==> src/hw/rtl/rgb_to_hsv_pixel_defines.svh <==
// Assertion macros shared by the RGB to HSV pixel converter RTL.
// Expects clk and rst_n in the scope of each use; no other dependencies.
`ifndef RGB_TO_HSV_PIXEL_DEFINES_SVH
`define RGB_TO_HSV_PIXEL_DEFINES_SVH

`ifndef SYNTHESIS
`define RTHP_ASSERT_IMPL(lbl, ante, cons) \
    lbl: assert property (@(posedge clk) disable iff (!rst_n) (ante) |-> (cons)) \
        else $error("rthp assertion failed");
`define RTHP_ASSERT_NEXT(lbl, ante, cons) \
    lbl: assert property (@(posedge clk) disable iff (!rst_n) (ante) |=> (cons)) \
        else $error("rthp assertion failed");
`else
`define RTHP_ASSERT_IMPL(lbl, ante, cons)
`define RTHP_ASSERT_NEXT(lbl, ante, cons)
`endif

`endif

==> src/hw/rtl/rthp_pkg.sv <==
// Types and constants of the RGB to HSV pixel converter.
// Used by every module of the block; no dependencies.
package rthp_pkg;

    localparam int CHAN_W    = 8;
    localparam int DIV_STEPS = 9;
    localparam int QUO_W     = DIV_STEPS;
    localparam int NUM_W     = 18;
    localparam int HUE_W     = 9;
    localparam int PCT_W     = 7;

    localparam logic signed [NUM_W:0] HUE_SLOPE      = 60;
    localparam logic signed [NUM_W:0] HUE_BASE_GREEN = 120;
    localparam logic signed [NUM_W:0] HUE_BASE_BLUE  = 240;
    localparam logic signed [NUM_W:0] HUE_WRAP       = 360;
    localparam logic [NUM_W-1:0]      PCT_SCALE      = 200;
    localparam logic [NUM_W-1:0]      VAL_BIAS       = 255;
    localparam logic [NUM_W-1:0]      UNIT_DEN       = 1;

    typedef struct packed {
        logic [CHAN_W-1:0] red_in;
        logic [CHAN_W-1:0] green_in;
        logic [CHAN_W-1:0] blue_in;
    } rgb_t;

    typedef struct packed {
        logic [HUE_W-1:0] hue_deg;
        logic [PCT_W-1:0] sat_pct;
        logic [PCT_W-1:0] val_pct;
    } hsv_t;

    typedef enum logic [1:0] {
        SECTOR_RED,
        SECTOR_GREEN,
        SECTOR_BLUE
    } sector_t;

    typedef struct packed {
        logic [NUM_W-1:0] rem;
        logic [NUM_W-1:0] dsh;
        logic [QUO_W-1:0] quo;
    } div_lane_t;

    typedef struct packed {
        div_lane_t        hue;
        div_lane_t        sat;
        logic [PCT_W-1:0] val;
    } cell_word_t;

endpackage

==> src/hw/rtl/rthp_prep.sv <==
// Front end of the converter: channel max/min, sector, value and divider operands.
// Two register stages; depends on rthp_pkg.
module rthp_prep (
    input  logic                clk,
    input  logic                rst_n,
    input  logic                en,
    input  logic                accept,
    input  rthp_pkg::rgb_t      rgb,
    output logic                word_valid,
    output rthp_pkg::cell_word_t word
);
    import rthp_pkg::*;

    logic                     s1_valid_reg;
    logic [CHAN_W-1:0]        s1_max_reg;
    logic [CHAN_W-1:0]        s1_delta_reg;
    logic signed [CHAN_W:0]   s1_diff_reg;
    sector_t                  s1_sector_reg;
    logic                     s2_valid_reg;
    cell_word_t               s2_word_reg;

    logic [CHAN_W-1:0]        max_c;
    logic [CHAN_W-1:0]        min_c;
    logic signed [CHAN_W:0]   diff_c;
    sector_t                  sector_c;

    logic signed [NUM_W:0]    delta_c;
    logic signed [NUM_W:0]    slope_c;
    logic signed [NUM_W:0]    base_c;
    logic signed [NUM_W:0]    num_c;
    logic signed [NUM_W:0]    num2_c;
    logic [NUM_W-1:0]         max_w;
    logic [NUM_W-1:0]         delta_w;
    logic [NUM_W-1:0]         val_half;
    logic [NUM_W-1:0]         val_quo;
    cell_word_t               word_next;

    always_comb
    begin
        max_c = rgb.red_in;
        min_c = rgb.red_in;
        if (rgb.green_in > max_c) max_c = rgb.green_in;
        if (rgb.blue_in > max_c)  max_c = rgb.blue_in;
        if (rgb.green_in < min_c) min_c = rgb.green_in;
        if (rgb.blue_in < min_c)  min_c = rgb.blue_in;
        priority if (rgb.red_in == max_c)
        begin
            sector_c = SECTOR_RED;
            diff_c   = signed'({1'b0, rgb.green_in}) - signed'({1'b0, rgb.blue_in});
        end
        else if (rgb.green_in == max_c)
        begin
            sector_c = SECTOR_GREEN;
            diff_c   = signed'({1'b0, rgb.blue_in}) - signed'({1'b0, rgb.red_in});
        end
        else
        begin
            sector_c = SECTOR_BLUE;
            diff_c   = signed'({1'b0, rgb.red_in}) - signed'({1'b0, rgb.green_in});
        end
    end

    always_comb
    begin
        delta_c = signed'((NUM_W+1)'(s1_delta_reg));
        slope_c = s1_diff_reg * HUE_SLOPE;
        unique case (s1_sector_reg)
            SECTOR_RED:   base_c = '0;
            SECTOR_GREEN: base_c = delta_c * HUE_BASE_GREEN;
            SECTOR_BLUE:  base_c = delta_c * HUE_BASE_BLUE;
            default:      base_c = '0;
        endcase
        num_c = slope_c + base_c;
        if (num_c < 0)
            num_c = num_c + delta_c * HUE_WRAP;
        num2_c  = (num_c <<< 1) + delta_c;
        max_w   = NUM_W'(s1_max_reg);
        delta_w = NUM_W'(s1_delta_reg);

        // divide by 510 as halve, then divide by 255 with shift and add
        val_half = (max_w * PCT_SCALE + VAL_BIAS) >> 1;
        val_quo  = (val_half + UNIT_DEN + (val_half >> CHAN_W)) >> CHAN_W;

        word_next.val     = val_quo[PCT_W-1:0];
        word_next.hue.quo = '0;
        word_next.sat.quo = '0;
        if (s1_delta_reg == '0)
        begin
            word_next.hue.rem = '0;
            word_next.hue.dsh = UNIT_DEN << (QUO_W - 1);
            word_next.sat.rem = '0;
            word_next.sat.dsh = UNIT_DEN << (QUO_W - 1);
        end
        else
        begin
            word_next.hue.rem = num2_c[NUM_W-1:0];
            word_next.hue.dsh = (delta_w << 1) << (QUO_W - 1);
            word_next.sat.rem = delta_w * PCT_SCALE + max_w;
            word_next.sat.dsh = (max_w << 1) << (QUO_W - 1);
        end
    end

    always_ff @(posedge clk or negedge rst_n)
    begin
        if (!rst_n)
        begin
            s1_valid_reg <= 1'b0;
            s2_valid_reg <= 1'b0;
        end
        else if (en)
        begin
            s1_valid_reg <= accept;
            s2_valid_reg <= s1_valid_reg;
        end
    end

    always_ff @(posedge clk)
    begin
        if (en)
        begin
            s1_max_reg    <= max_c;
            s1_delta_reg  <= max_c - min_c;
            s1_diff_reg   <= diff_c;
            s1_sector_reg <= sector_c;
            s2_word_reg   <= word_next;
        end
    end

    assign word_valid = s2_valid_reg;
    assign word       = s2_word_reg;

endmodule

==> src/hw/rtl/rthp_div_cell.sv <==
// One cell of the divider chain: one quotient bit for each of the hue and
// saturation lanes; the value word passes through. Depends on rthp_pkg.
module rthp_div_cell (
    input  logic                 clk,
    input  logic                 rst_n,
    input  logic                 en,
    input  logic                 in_valid,
    input  rthp_pkg::cell_word_t in_word,
    output logic                 out_valid,
    output rthp_pkg::cell_word_t out_word
);
    import rthp_pkg::*;

    logic       valid_reg;
    cell_word_t word_reg;
    cell_word_t word_next;

    function automatic div_lane_t div_step(input div_lane_t a);
        div_lane_t r;
        r.dsh = a.dsh >> 1;
        if (a.rem >= a.dsh)
        begin
            r.rem = a.rem - a.dsh;
            r.quo = {a.quo[QUO_W-2:0], 1'b1};
        end
        else
        begin
            r.rem = a.rem;
            r.quo = {a.quo[QUO_W-2:0], 1'b0};
        end
        return r;
    endfunction

    always_comb
    begin
        word_next.hue = div_step(in_word.hue);
        word_next.sat = div_step(in_word.sat);
        word_next.val = in_word.val;
    end

    always_ff @(posedge clk or negedge rst_n)
    begin
        if (!rst_n)
            valid_reg <= 1'b0;
        else if (en)
            valid_reg <= in_valid;
    end

    always_ff @(posedge clk)
    begin
        if (en)
            word_reg <= word_next;
    end

    assign out_valid = valid_reg;
    assign out_word  = word_reg;

endmodule

==> src/hw/rtl/rthp_outbuf.sv <==
// Output register with skid stage; drives the pipeline advance enable.
// Depends on rthp_pkg and rgb_to_hsv_pixel_defines.svh.
`include "rgb_to_hsv_pixel_defines.svh"

module rthp_outbuf (
    input  logic                 clk,
    input  logic                 rst_n,
    input  logic                 pipe_valid,
    input  rthp_pkg::cell_word_t pipe_word,
    input  logic                 hsv_stall,
    output logic                 hsv_valid,
    output rthp_pkg::hsv_t       hsv,
    output logic                 en
);
    import rthp_pkg::*;

    logic  out_valid_reg;
    logic  out_valid_next;
    logic  skid_full_reg;
    logic  skid_full_next;
    hsv_t  out_word_reg;
    hsv_t  skid_word_reg;
    hsv_t  pipe_hsv;
    logic  load_out_pipe;
    logic  load_out_skid;
    logic  load_skid;

    always_comb
    begin
        pipe_hsv.hue_deg = pipe_word.hue.quo[HUE_W-1:0];
        pipe_hsv.sat_pct = pipe_word.sat.quo[PCT_W-1:0];
        pipe_hsv.val_pct = pipe_word.val;
    end

    always_comb
    begin
        out_valid_next = out_valid_reg;
        skid_full_next = skid_full_reg;
        load_out_pipe  = 1'b0;
        load_out_skid  = 1'b0;
        load_skid      = 1'b0;
        priority if (skid_full_reg)
        begin
            if (!hsv_stall)
            begin
                load_out_skid  = 1'b1;
                skid_full_next = 1'b0;
            end
        end
        else if (!out_valid_reg || !hsv_stall)
        begin
            load_out_pipe  = 1'b1;
            out_valid_next = pipe_valid;
        end
        else if (pipe_valid)
        begin
            load_skid      = 1'b1;
            skid_full_next = 1'b1;
        end
    end

    always_ff @(posedge clk or negedge rst_n)
    begin
        if (!rst_n)
        begin
            out_valid_reg <= 1'b0;
            skid_full_reg <= 1'b0;
        end
        else
        begin
            out_valid_reg <= out_valid_next;
            skid_full_reg <= skid_full_next;
        end
    end

    always_ff @(posedge clk)
    begin
        if (load_out_pipe)
            out_word_reg <= pipe_hsv;
        else if (load_out_skid)
            out_word_reg <= skid_word_reg;
        if (load_skid)
            skid_word_reg <= pipe_hsv;
    end

    assign hsv_valid = out_valid_reg;
    assign hsv       = out_word_reg;
    assign en        = !skid_full_reg;

    `RTHP_ASSERT_IMPL(a_skid_needs_out, skid_full_reg, out_valid_reg)
    `RTHP_ASSERT_NEXT(a_skid_drains, skid_full_reg && !hsv_stall, !skid_full_reg && out_valid_reg)
    `RTHP_ASSERT_IMPL(a_out_ranges, out_valid_reg,
        out_word_reg.hue_deg <= 9'd360 && out_word_reg.sat_pct <= 7'd100
        && out_word_reg.val_pct <= 7'd100)

endmodule

==> src/hw/rtl/rgb_to_hsv_pixel.sv <==
// Top level of the RGB to HSV pixel converter.
// Depends on rthp_pkg, rthp_prep, rthp_div_cell and rthp_outbuf.
//
// Usage:
//   rgb channel: one RGB word, taken at a clock edge where rgb_valid is
//   high and rgb_stall is low. hsv channel: one HSV word per RGB word,
//   in order, delivered while hsv_valid is high and hsv_stall is low.
//   Throughput is one word per clock while rgb_stall is low. The path from the
//   accepting edge to hsv_valid: two front stages (max/min, then divider
//   operands and value), nine divider cells that each resolve one quotient
//   bit of the hue and saturation lanes, and the output register.
//   When hsv_stall holds a valid word, one more word lands in the skid
//   stage, then the whole pipeline holds and rgb_stall rises until the
//   skid stage drains. rgb_stall is a register and does not follow
//   hsv_stall in the same cycle.
//   Reset clears all valid flags; no words are in flight afterwards and
//   the block accepts on the first cycle out of reset.
module rgb_to_hsv_pixel (
    input  logic            clk,
    input  logic            rst_n,
    input  logic            rgb_valid,
    output logic            rgb_stall,
    input  rthp_pkg::rgb_t  rgb,
    output logic            hsv_valid,
    input  logic            hsv_stall,
    output rthp_pkg::hsv_t  hsv
);
    import rthp_pkg::*;

    logic       en;
    logic       accept;
    logic       chain_valid [DIV_STEPS+1];
    cell_word_t chain_word  [DIV_STEPS+1];

    assign rgb_stall = !en;
    assign accept    = rgb_valid && en;

    rthp_prep u_prep (
        .clk        (clk),
        .rst_n      (rst_n),
        .en         (en),
        .accept     (accept),
        .rgb        (rgb),
        .word_valid (chain_valid[0]),
        .word       (chain_word[0])
    );

    for (genvar i = 0; i < DIV_STEPS; i++)
    begin : g_cell
        rthp_div_cell u_cell (
            .clk       (clk),
            .rst_n     (rst_n),
            .en        (en),
            .in_valid  (chain_valid[i]),
            .in_word   (chain_word[i]),
            .out_valid (chain_valid[i+1]),
            .out_word  (chain_word[i+1])
        );
    end

    rthp_outbuf u_outbuf (
        .clk        (clk),
        .rst_n      (rst_n),
        .pipe_valid (chain_valid[DIV_STEPS]),
        .pipe_word  (chain_word[DIV_STEPS]),
        .hsv_stall  (hsv_stall),
        .hsv_valid  (hsv_valid),
        .hsv        (hsv),
        .en         (en)
    );

endmodule

==> config.mk <==
export PLATFORM = sky130hd
export DESIGN_NAME = rgb_to_hsv_pixel
export DESIGN_NICKNAME = d
export VERILOG_FILES = /design/src/hw/rtl/rthp_pkg.sv /design/src/hw/rtl/rthp_prep.sv /design/src/hw/rtl/rthp_div_cell.sv /design/src/hw/rtl/rthp_outbuf.sv /design/src/hw/rtl/rgb_to_hsv_pixel.sv
export VERILOG_INCLUDE_DIRS = /design/src /design/src/hw/rtl
export SDC_FILE = /design/constraint.sdc
export NUM_CORES = 2
export LEC_CHECK = 0
export BUFFER_PORTS_ARGS = -buffer_cell sky130_fd_sc_hd__buf_2
export CORE_UTILIZATION = 55
export CTS_BUF_LIST = sky130_fd_sc_hd__clkbuf_16
export DETAILED_ROUTE_END_ITERATION = 10
export PLACE_DENSITY = 0.7
export SETUP_SLACK_MARGIN = 0.2
export SYNTH_ARGS = -nofsm -noshare
export SYNTH_HDL_FRONTEND = slang
export SYNTH_SLANG_ARGS = --single-unit
export TNS_END_PERCENT = 5
==> constraint.sdc <==
create_clock -name clk -period 20.7 [get_ports clk]
set_clock_uncertainty 0.15 [all_clocks]
set_input_delay 3.105 -clock clk [delete_from_list [all_inputs] [get_ports clk]]
set_output_delay 3.105 -clock clk [all_outputs]
set_load 0.005 [all_outputs]
# Yosys cells after proc, flatten, opt, wreduce, memory -nomap -nowiden
# Index checks and enable logic that the tools add are counted.
# word_totals
ff_bits,804
latchBits,0
ramBits,0
rom_bits,0
inputBits,28
out_inout_bits,25
n_memories,0
# op_classes
addsub,27
mul,6
div_mod_pow,0
order_cmp,23
n_eq_ne,4
shift,0
mux,54
bitwise,1
reduce_logical,8
# ops
cell,n
18-bit 2-to-1 mux,16
23-bit 2-to-1 mux,2
19-bit one-hot mux with 2 select lines,1
18-bit by 10-bit greater-or-equal comparator with 1-bit output,2
18-bit by 11-bit greater-or-equal comparator with 1-bit output,2
18-bit by 12-bit greater-or-equal comparator with 1-bit output,2
18-bit by 13-bit greater-or-equal comparator with 1-bit output,2
18-bit by 14-bit greater-or-equal comparator with 1-bit output,2
18-bit by 15-bit greater-or-equal comparator with 1-bit output,2
18-bit by 16-bit greater-or-equal comparator with 1-bit output,2
18-bit by 17-bit greater-or-equal comparator with 1-bit output,2
9-bit 2-to-1 mux,4
18-bit by 11-bit subtractor with 18-bit output,2
18-bit by 12-bit subtractor with 18-bit output,2
18-bit by 13-bit subtractor with 18-bit output,2
18-bit by 14-bit subtractor with 18-bit output,2
18-bit by 15-bit subtractor with 18-bit output,2
18-bit by 16-bit subtractor with 18-bit output,2
18-bit by 17-bit subtractor with 18-bit output,2
8-bit 2-to-1 mux,4
8-bit by 8-bit subtractor with 9-bit output,3
8-bit by 5-bit multiplier with 13-bit output (second input constant),2
1-bit 2-to-1 mux,25
8-bit by 4-bit multiplier with 12-bit output (second input constant),2
other kinds (29),34

# Logic depth before layout (Yosys ltp)
# logic_depth
word_depth,7
mapped_depth,33
mapped_depth_nobuf,32

# Cells and area by module
# From an unflattened synthesis, not the netlist that was laid out.
# hier_totals
cells_unflattened,5292
hier_area_um2,60918.4
# by_module_without_submodules
mod,instances,cells_each,area_each_um2
rthp_div_cell (g_cell[0].u_cell ...),6,433,5215.0
rthp_prep,1,1334,12079.1
rthp_div_cell (g_cell[1].u_cell ...),2,424,5278.8
rthp_div_cell (g_cell[8].u_cell),1,427,5134.9
rthp_outbuf,1,83,1846.8
rgb_to_hsv_pixel,1,2,10.0

# Worst setup path before layout
# No wires, ideal clock.
# synth_path
kind,reg-to-reg
from,register u_outbuf.skid_full_reg
to,"register u_outbuf.skid_word_reg[0] (netlist bit), enable pin"
arrival_ns,14.020
path_slack_ns,6.148
path_stages_with_launch,4
synth_period_minus_slack_ns,14.552
path_cell_list,dfrtp_1 > clkbuf_1 > inv_1 > and4_1
# synth_between
elab_chain_cells,1
# synth_rtl
item,line,source
start: declaration,rthp_outbuf.sv:19,logic skid_full_reg;
start signal: assignment,rthp_outbuf.sv:72,skid_full_reg <= skid_full_next;
1-bit 2-to-1 mux,rthp_outbuf.sv:42,priority if (skid_full_reg)
via u_outbuf.load_skid,rthp_outbuf.sv:26,logic load_skid;
end signal: assignment,rthp_outbuf.sv:83,skid_word_reg <= pipe_hsv;
end: declaration,rthp_outbuf.sv:22,hsv_t skid_word_reg;
# The timed path passes the listed nets, and every way through them passes these cells.
# A chain may end at the register's enable or synchronous reset.

# Worst setup path in the final report
# layout_path
from,input port rgb[13] (netlist bit)
to,register u_prep.s1_delta_reg[7] (data pin)
# layout_between
elab_chain_cells,5
word_cells_on_any_way,9
cone_classes,1 x add/sub; 4 x order compare; 4 x mux
# layout_rtl
item,line,source
start: declaration,rgb_to_hsv_pixel.sv:23,"input rthp_pkg::rgb_t rgb,"
8-bit greater-than comparator or 8-bit < comparator (tied branches),"rthp_prep.sv:42, rthp_prep.sv:44",
8-bit 2-to-1 mux (on tied branches),"rthp_prep.sv:42, rthp_prep.sv:44",
8-bit greater-than comparator or 8-bit < comparator (tied branches),"rthp_prep.sv:43, rthp_prep.sv:45",
8-bit 2-to-1 mux (on tied branches),"rthp_prep.sv:43, rthp_prep.sv:45",
8-bit subtractor (*),rthp_prep.sv:122,s1_delta_reg <= max_c - min_c;
end signal: assignment,rthp_prep.sv:122,
end: declaration,rthp_prep.sv:16,logic [CHAN_W-1:0] s1_delta_reg;
# Mark *: on every way between the ends. The rest lies on a longest branch, timed or not.

==> results.py <==
metrics = {
    "outcome": {
        "status": "completed",
    },
    "timing": {
        "finalMaxSlewViolations": 0,
        "finalSetupViolations": 0,
        "tns_ps": 0,
        "max_freq_mhz": 109,
        "min_period_over_period_pct": 44.4,
        "finalHoldViolations": 0,
        "rsz0062_at_grt": "false",
        "worst_pin_slew_ps": 1130,
        "hold_ws_ps": 252,
        "slew_headroom_pct": 24.5,
        "period_minus_slack_ps": 9190,
    },
    "worst_setup_path": {
        "cp_max_fo": 30,
        "slowest_delay_ps": 610,
        "crit_type": "primary input to flip-flop",
        "critPathLaunchType": "primary input",
        "crit_top_cell": "a21o_1",
        "cp_data_required_time_ps": 20870,
        "end_kind": "flip-flop",
        "cp_data_arrival_time_ps": 9360,
        "crit_slowest_cell": "nor2_1",
    },
    "drt": {
        "ant_nets": 0,
        "first_pass_iters": 5,
        "wirelength_um": 71500,
        "vias": 25000,
        "drc_errors": 0,
        "drt-initial-drc-count": 1554,
        "viasPerCell": 5.50,
        "wl_per_cell_um": 15.7,
    },
    "placed_design": {
        "place.gp.congestion": 0.913,
        "dp_hpwl_um": 54000,
        "io_buffers": 52,
    },
    "final_layout": {
        "nNetsFinal": 4025,
        "multi_input_area_sq_um": 17900,
        "largest_reg_flops": 518,
        "area_delta_synth_final_pct": 9.45,
        "fillerInstances": 5611,
        "diodes": 0,
        "regArea_sq_um": 19700,
        "final_layout_size_suffix_gt1_share_pct": 7.03,
    },
    "clocking": {
        "cts_resized": 0,
        "numCtsBuffers": 70,
        "cts-root-buf": "clkbuf_16",
        "cts_setup_buffers": 0,
        "h-tree-depth": 3,
        "ctsHoldBuffers": 0,
        "clk_pin_slew_ps": 60,
        "cts.sinks": 657,
        "cts_tree": "done",
        "clkLatencyLatePin_ps": 600,
        "cts_buffer_depth": 3,
    },
    "die": {
        "die_w_um": 270,
        "die-height_um": 270,
        "core_area_sq_um": 70400,
        "rows": 97,
        "start_util_pct": 56.0,
        "ioPinCount": 53,
        "die_area_sq_um": 72700,
    },
    "yosys": {
        "ys_top_cells_by_count": "edfxtp_1, inv_1, ha_1, nor2_1, nand2_1",
        "synthCells": 3470,
        "synth_most_common_cell": "edfxtp_1",
        "synthesis.nets": 3938,
        "synth_top_area_share_pct": 49.1,
        "synth_area_per_cell_sq_um": 11.4,
        "ys_warn_count": 0,
        "synth-async-reset-ratio_pct": 1.98,
        "synth_edf_count": 644,
        "yosysSeqAreaShare_pct": 49.9,
        "syn_area_sq_um": 39400,
        "synth-seq-cells": 657,
        "yosys.cell_types.count": 80,
        "yosysTopAreaCell": "edfxtp_1",
        "synth_flop_cell": "edfxtp_1",
        "synthTopCellsByArea": "edfxtp_1, ha_1, inv_1",
    },
    "global_routing": {
        "grt_pass1_wl_um": 118000,
        "antenna_found_initial": 0,
        "grt_pass1_vias": 24900,
        "grt_usage_pct": 19.7,
        "grt_overflow": 0,
        "grt_max_degree": 185,
    },
    "run": {
        "max-cap-violations": 0,
    },
    "min_path": {
        "hold_path_class": "flip-flop to flip-flop",
    },
}
[final cells by class]
| cell class | count | share of cell area (%) |
|---|---|---|
| repair buffers | 63 | 0.824 |
| clock inverters | 55 | 1.37 |
| well taps | 940 | 2.73 |
| flip-flops and latches | 657 | 45.6 |
| clock buffers | 71 | 4.12 |
| multi-input cells | 2339 | 41.6 |
| inverters | 426 | 3.73 |
[through the flow]
stage                     area [sq um]  std cells  worst slack (ps)  util, %
after detailed placement         40700       4425             10940     57.9
final                            43100       4551             11510     61.3
after CTS                        43100       4551             11570     61.3
after global placement           40700       4425             11030     57.9
after global routing             43100       4551             10920     61.3
after floorplan                  39400       3470              6150        -
[placed cells by master, fill, tap and decap left out, types with 65 or more instances in the layout]
cell and instances:
xnor2_1 148, a21o_1 65, a21oi_1 183, inv_1 429, nor2_1 223, edfxtp_1 644, o21ai_0 191, clkbuf_16 71
ha_1 374, fa_1 66, nand2_1 208, xor2_1 108
[worst paths after layout]
check | depth (start not counted) | start | slack [ps] | endpoint
min | 0 | g_cell[7].u_cell.out_word[12]$_DFFE_PN_ | 250 | g_cell[8].u_cell.out_word[13]$_DFFE_PN_
min reg2reg | 0 | g_cell[7].u_cell.out_word[12]$_DFFE_PN_ | 250 | g_cell[8].u_cell.out_word[13]$_DFFE_PN_
max reg2reg | 28 | u_prep.s1_delta_reg[1]$_DFFE_PN_ | 12690 | u_prep.word[96]$_SDFFCE_PP0N_
max | 30 | rgb[13] | 11510 | u_prep.s1_delta_reg[7]$_DFFE_PN_
max in group asynchronous | 1 | rst_n | 17950 | g_cell[5].u_cell.out_valid$_DFFE_PN0N_
min in group asynchronous | 1 | rst_n | 2230 | u_prep.s1_valid_reg$_DFFE_PN0N_
[routing by layer]
metal | up-vias | GRT usage (%) | part of all wire [%]
li1 | 12700 | - | -
met4 | 0 | 6.94 | 3.1
met1 | 11800 | 23.0 | 42
met5 | - | 0 | 0
met3 | 143 | 2.54 | 2.8
met2 | 371 | 36.8 | 52
[worst max-delay path: cells and delay by family]
| kind | cells | cell delay [ps] |
|---|---|---|
| buffers and inverters | 4 | 650 |
| xor gates and xnor gates | 1 | 80 |
| AOI/OAI and AO/OA | 13 | 2550 |
| and+or+nand+nor | 9 | 2030 |
| adders and majority gates | 3 | 940 |
[kinds of logic after synthesis]
family | count (synthesis) | share of synthesized area, %
AOI/OAI and AO/OA | 714 | 11.6
xor gates and xnor gates | 257 | 5.73
adders and majority gates | 440 | 15.2
muxes | 89 | 2.44
buffers and inverters | 474 | 4.55
DFF | 657 | 49.9
and+or+nand+nor | 839 | 10.6
Power is left out: the tool's default activity adds up to more than one toggle a clock period on the data nets, which glitch-free logic cannot reach.
